File: src/hdl/serm_pkg.sv
// serm_pkg: shared types and constants for the event rate monitor
// no dependencies
package serm_pkg;

	localparam int NUM_CHANNELS  = 8;
	localparam int FIFO_DEPTH    = 64;
	localparam int TICKS_PER_SEC = 1000;

	localparam int CH_W    = 3;
	localparam int PTR_W   = $clog2(FIFO_DEPTH);
	localparam int CNT_W   = PTR_W + 1;
	localparam int ADDR_W  = CH_W + PTR_W;
	localparam int RATE_W  = 23;
	localparam int DIV_W   = 32;

	localparam logic [14:0] WIN_LOW     = 15'd2000;
	localparam logic [14:0] WIN_HIGH    = 15'd30000;
	localparam logic [14:0] WIN_RESET   = 15'd10000;
	localparam logic [13:0] STALE_LOW   = 14'd500;
	localparam logic [13:0] STALE_HIGH  = 14'd10000;
	localparam logic [13:0] STALE_RESET = 14'd2000;
	localparam logic [RATE_W-1:0] RATE_MAX = {RATE_W{1'b1}};
	localparam logic [31:0] RATE_SCALE = 32'(100 * TICKS_PER_SEC);

	localparam logic OP_ARRIVAL = 1'b0;
	localparam logic OP_REPORT  = 1'b1;

	localparam logic REG_WINDOW = 1'b0;
	localparam logic REG_STALE  = 1'b1;

	typedef struct packed {
		logic        opcode;
		logic [2:0]  channel;
		logic [31:0] now_ticks;
	} in_word_t;

	typedef struct packed {
		logic [2:0]        report_channel;
		logic [RATE_W-1:0] rate_centihz;
		logic [31:0]       age_ticks;
		logic              received;
		logic              stale;
		logic              last;
	} out_word_t;

	// divider start request
	typedef struct packed {
		logic              start;
		logic [DIV_W+1:0]  num;
		logic [DIV_W+1:0]  den;
	} div_req_t;

	typedef struct packed {
		logic              busy;
		logic              done;
		logic [DIV_W+1:0]  quo;
	} div_rsp_t;

endpackage

File: src/hdl/serm_div.sv
// serm_div: radix-2 restoring divider, one quotient bit per cycle
// depends on serm_pkg
module serm_div (
	input  logic              clk,
	input  logic              arst_n,
	input  serm_pkg::div_req_t req,
	output serm_pkg::div_rsp_t rsp
);
	import serm_pkg::*;

	localparam int W = DIV_W + 2;
	localparam int N_W = $clog2(W + 1);

	logic [W-1:0] quo_q;
	logic [W-1:0] rem_q;
	logic [W-1:0] den_q;
	logic [N_W-1:0] n_q;
	logic busy_q;
	logic done_q;
	logic [W:0] trial;

	// shift in next numerator bit and try subtract
	assign trial = {rem_q, quo_q[W-1]} - {1'b0, den_q};

	always_ff @(posedge clk or negedge arst_n) begin
		if (!arst_n) begin
			busy_q <= 1'b0;
			done_q <= 1'b0;
			n_q    <= '0;
		end else begin
			done_q <= 1'b0;
			if (req.start) begin
				busy_q <= 1'b1;
				n_q    <= N_W'(W);
			end else if (busy_q) begin
				n_q <= n_q - 1'b1;
				if (n_q == N_W'(1)) begin
					busy_q <= 1'b0;
					done_q <= 1'b1;
				end
			end
		end
	end

	always_ff @(posedge clk) begin
		if (req.start) begin
			quo_q <= req.num;
			rem_q <= '0;
			den_q <= req.den;
		end else if (busy_q) begin
			if (!trial[W]) begin
				rem_q <= trial[W-1:0];
				quo_q <= {quo_q[W-2:0], 1'b1};
			end else begin
				rem_q <= {rem_q[W-2:0], quo_q[W-1]};
				quo_q <= {quo_q[W-2:0], 1'b0};
			end
		end
	end

	assign rsp.busy = busy_q;
	assign rsp.done = done_q;
	assign rsp.quo  = quo_q;

`ifndef SYNTHESIS
	a_done_after_busy: assert property (@(posedge clk) disable iff (!arst_n)
		done_q |-> $past(busy_q)) else $error("divider done without busy");
	a_no_restart: assert property (@(posedge clk) disable iff (!arst_n)
		busy_q && !req.start |=> busy_q || done_q) else $error("divider lost run");
	a_count_range: assert property (@(posedge clk) disable iff (!arst_n)
		n_q <= N_W'(W)) else $error("divider count overrun");
`endif

endmodule
File: config.mk
export PLATFORM = sky130hd
export DESIGN_NAME = serm_div
export DESIGN_NICKNAME = d
export VERILOG_FILES = /design/src/hdl/serm_pkg.sv /design/src/hdl/serm_div.sv
export SDC_FILE = /design/constraint.sdc
export NUM_CORES = 1
export LEC_CHECK = 0
export ABC_AREA = 1
export BUFFER_PORTS_ARGS = -buffer_cell sky130_fd_sc_hd__buf_2
export CELL_PAD_IN_SITES_DETAIL_PLACEMENT = 0
export CELL_PAD_IN_SITES_GLOBAL_PLACEMENT = 1
export CORE_AREA = 5 5 143 132
export CTS_CLUSTER_DIAMETER = 30
export DETAILED_ROUTE_END_ITERATION = 16
export DIE_AREA = 0 0 148 137
export PLACE_DENSITY = 0.77
export SYNTH_ARGS = -nofsm -noshare
export SYNTH_HDL_FRONTEND = slang
export SYNTH_SLANG_ARGS = --single-unit
File: constraint.sdc
create_clock -name clk -period 2.4 [get_ports clk]
set_clock_uncertainty 0.05 [all_clocks]
set_input_delay 0 -clock clk [delete_from_list [all_inputs] [get_ports clk]]
set_output_delay 0 -clock clk [all_outputs]
set_load 0.1 [all_outputs]
Yosys cells after proc, flatten, opt, wreduce, memory -nomap -nowiden
Index checks and enable logic that the tools add are counted.
- flip-flop bits (word level): 110
- output and inout bits: 36
- input port bits: 71
- reduce and logical (&&, ||, !) cells: 1
- equal/unequal tests: 1
- add/sub/neg operators: 2
- multiplexer cells: 12
- operators with widths (kind ; number):
    2-to-1 mux 34 bit ; 3
    subtractor 35 x 34 -> 35 bit ; 1
    2-to-1 mux 6 bit ; 2
    2-to-1 mux 1 bit ; 7
    == test 6 x 1 -> 1 bit (second input constant) ; 1
    subtractor 6 x 1 -> 6 bit (second input constant) ; 1
    nonzero test 2 bit ; 1

Longest topological paths before layout
- word-level depth: 4
- gate-level depth with buffers: 18

Least setup slack after synthesis
Ideal clock, no wire load.
- path kind: reg-to-reg
- start: reg quo_q[33]
- end: reg quo_q[0], data pin
- buffers on the path: 1
- arrival time: 2421 ps
- slack: -336 ps
- stages on the path, launching flop included: 14
- cell sequence: edfxtp_1 > inv_1 > ha_1 > inv_1 > fa_1 > nand3_1 > nand3_2 > nand2_2 > nand2_2 > nand2_2 > nand3_1 > nand2_4 > buf_4 > o21ai_1
- word-level cells in the longest chain between the ends: 4
- ends and longest elaborated chain (what ; line ; RTL):
    start, declared ; serm_div.sv:14 ; logic [W-1:0] quo_q;
    start signal, assigned ; serm_div.sv:47 ; quo_q <= req.num;
    start signal, assigned ; serm_div.sv:53 ; quo_q <= {quo_q[W-2:0], 1'b1};
    start signal, assigned ; serm_div.sv:56 ; quo_q <= {quo_q[W-2:0], 1'b0};
    subtractor 35 x 34 -> 35 bit ; serm_div.sv:23 ; assign trial = {rem_q, quo_q[W-1]} - {1'b0, den_q};
    2-to-1 mux 1 bit ; serm_div.sv:51 ; if (!trial[W]) begin
    2-to-1 mux 34 bit ; serm_div.sv:50 ; end else if (busy_q) begin
    2-to-1 mux 34 bit ; serm_div.sv:46 ; if (req.start) begin
No other way between the ends. The select of a mux whose other input is x is not followed.
A chain may end at the register's enable or synchronous reset.

Worst setup path in the final report
- start: reg quo_q[33]
- end: reg rem_q[16]
- word-level cells in the longest chain between the ends: 2
- ends and longest elaborated chain (what ; line ; RTL):
    subtractor 35 x 34 -> 35 bit ; serm_div.sv:23 ;
    2-to-1 mux 34 bit ; serm_div.sv:51 ;
    end signal, assigned ; serm_div.sv:52 ; rem_q <= trial[W-1:0];
    end signal, assigned ; serm_div.sv:55 ; rem_q <= {rem_q[W-2:0], quo_q[W-1]};
    end, declared ; serm_div.sv:15 ; logic [W-1:0] rem_q;
No other way between the ends.

==> impl_metrics.yaml <==
timing:
  fmax_ghz: 0.4456
  finalSetupTns_ns: 0
  final-hold-violation-count: 0
  worst_slew_pin_slew_ns: 1.105
  period_share: 0.9351
  period_needed_ns: 2.244
  timing.slew.headroom: 0.2625
  slew_violations: 0
  setup_viol: 0
clock_network:
  cts_root_buf: "clkbuf_16"
  tritoncts: "yes"
  htree_num_levels: 3
  post-cts-setup-buffers: 0
  cts.clk_slew.worst_paths_ns: 0.08
  clock_sinks: 110
  clk_latency_ns: 0.36
  cts_buffers: 9
  clk_path_buf_depth: 2
drt:
  drt_iter0_markers: 356
  wire_per_inst_um: 13.26
  route.detailed.drc: 0
  ant_nets: 0
  drt-total-wl_mm: 18.83
  drt-vias-per-instance: 4.573
  first_pass_iters: 5
  vias: 6493
yosys:
  synthFlopType: "edfxtp_1"
  yosys_register_bits: 110
  async_reset_ff_frac: 0.07273
  synth.area.top_cells: "edfxtp_1 (29%), nand2_1 (22%), dfxtp_1 (9.6%)"
  synth_area_leader_cell: "edfxtp_1"
  synth_top_cell_area_share: 0.2890
  synth_commonest_cells: "nand2_1 (417), inv_1 (176), edfxtp_1 (68), nand3_1 (68), nor2_1 (51)"
  syn_area_per_cell_um2: 7.051
  yosysMostFrequentCell: "nand2_1"
  synth-seq-area-share: 0.4137
  synth_nets: 1110
  yosys_warnings: 0
  synth_cells: 1002
  synth_edf_count: 68
  synth_cell_types: 37
  netlist_area_um2: 7066
worst_setup_path:
  r2r_start: "quo_q[33]"
  crit_start: "quo_q[33]"
  worstPathMaxFanout: 14
  crit_slowest_cell: "edfxtp_1"
  crit_required_ns: 2.60
  arrival_ns: 2.44
  crit_path_start_kind: "flop"
  path_class: "flop to flop"
  slowest_delay_ns: 0.40
  critPathCaptureType: "flop"
  critical-path-top-delay-family: "simple AND/OR/NAND/NOR gates"
  crit_buf_inv: 3
  cp_cell_sequence: "inv_1, ha_2, inv_2, fa_2, nand3_2, nand3_2, nand2_2, nand2_2, nand2_2, nand3_2, nand2_4, buf_12, nand2_1, nand3_1, nand2_1"
flow_run:
  drv_cap: 0
grt:
  grt_util_all_layers: 0.1920
  overflow: 0
  grt_max_degree: 37
  grt_pass1_wl_mm: 31.55
  antenna_found_initial: 0
  grt_pass1_vias: 6590
place:
  gp_congestion: 0.8590
  hpwl_mm: 14.21
  portBuffers: 106
power:
  p_switching_uw: 3260
  leakage_uw: 0.004906
  p_int_uw: 4383
  switching_share: 0.4266
  p_clk_frac: 0.196
  ir_worst_vdd_mv: 0.4345
  power.density_nw_per_um2: 838.1
  power_frac_seq: 0.326
  pwr-share-comb: 0.478
die:
  fp.dieArea_um2: 20280
  fp.dieH_um: 137
  dieWidth_um: 148
  fp.coreArea_um2: 17210
  num_io_pins: 107
  rows: 46
  initial_core_util: 0.4106
run_status:
  status: "completed"
finish:
  nets: 1307
  fin_util: 0.5300
  antenna_cells: 0
  area_delta_synth_final_pct: 29.08
  seq_area_um2: 2923
  multi_input_area_um2: 3437
  fillCellCount: 1706
  drive_gt1_frac: 0.1628
min_path:
  hp-class: "primary input to flop"
  holdCritStartpoint: "req[68]"
-- cell type report --
class,instances,area share
Timing Repair Buffer,208,0.1682
Tap cell,216,0.02963
Clock buffer,10,0.02511
Inverter,177,0.07285
Multi-Input combinational cell,693,0.3769
Clock inverter,6,0.006860
Sequential cell,110,0.3205
-- cell usage in the layout, fill, tap and decap left out, drive strengths merged, types with 2 or more instances in the layout --
cell         netlist  routed
buf               11     138
dlygate4sd3        0      70
dfrtp              8       8
o21ai             25      25
nor4               3       3
edfxtp            68      68
xor2               5       5
a21oi             33      33
o21bai             2       2
ha                36      36
nand2            428     428
nand3b             6       6
dfxtp             34      34
nand4              4       4
nand3             69      69
clkbuf            11      10
nor3               6       6
clkinv             0       3
nor2              55      55
xnor2             14      14
inv              177     180
-- repair_timing --
action	in CTS	in global routing
resized for setup	0	15
hold endpoints to repair	76	0
setup endpoints to repair	0	31
hold buffers	70	0
-- sequential cells by signal, summed over array words and instances, names as in the netlist --
register / flops
den_q: 34
quo_q: 34
rem_q: 34
n_q: 6
busy_q: 1
done_q: 1
-- power by group through the flow --
stage / Sequential, uW / Combinational, uW / Clock (uW)
after floorplan: 2910 / 2140 / 0
after global placement: 2520 / 3500 / 0
after detailed placement: 2520 / 3500 / 0
after CTS: 2490 / 3600 / 1560
after global routing: 2530 / 4100 / 1630
final: 2490 / 3650 / 1500
-- worst min-delay path, cell delays in order --
cell     delay [ns]
buf_2          0.27
a21oi_1        0.17
o21ai_0        0.08
-- worst paths after layout --
check	to	slack, ns	cells after the start
min	n_q[5]	0.15	3
min reg2reg	rem_q[4]	0.43	2
max in group asynchronous	n_q[1]	1.47	3
min in group asynchronous	n_q[0]	0.56	3
max	rem_q[16]	0.16	15
max reg2reg	rem_q[16]	0.16	15
-- per-stage QoR --
step	setup slack, ns	hold WS [ns]	cell area, um2	cells	power, uW
global placement	0.1891	-0.1934	8051	1334	6021
CTS	0.1302	0.1364	9044	1420	7648
detailed placement	0.1541	-0.1914	8051	1334	6020
global route	-0.006052	0.1889	9120	1420	8263
finish	0.1558	0.1463	9120	1420	7643
floorplan	-0.2454	-0.3456	7089	1002	5047
-- routing by layer --
metal	vias to the layer above	routed length (um)	global-route usage
li1	3490	-	-
met1	2837	9362	0.2730
met2	158	8140	0.3046
met3	8	1215	0.04834
met4	0	109	0.02617
met5	-	0	0
-- cell families (layout without fill, tap and decap cells) --
| group | Yosys count | in the layout | synth area share |
|---|---|---|---|
| buf+inv | 199 | 401 | 0.1139 |
| compound gates | 64 | 64 | 0.04835 |
| flops | 110 | 110 | 0.4137 |
| xor+xnor | 19 | 19 | 0.02355 |
| simple gates | 573 | 573 | 0.3340 |
| fa+ha+maj | 37 | 37 | 0.06658 |
Power figures use the tool's default switching activity.
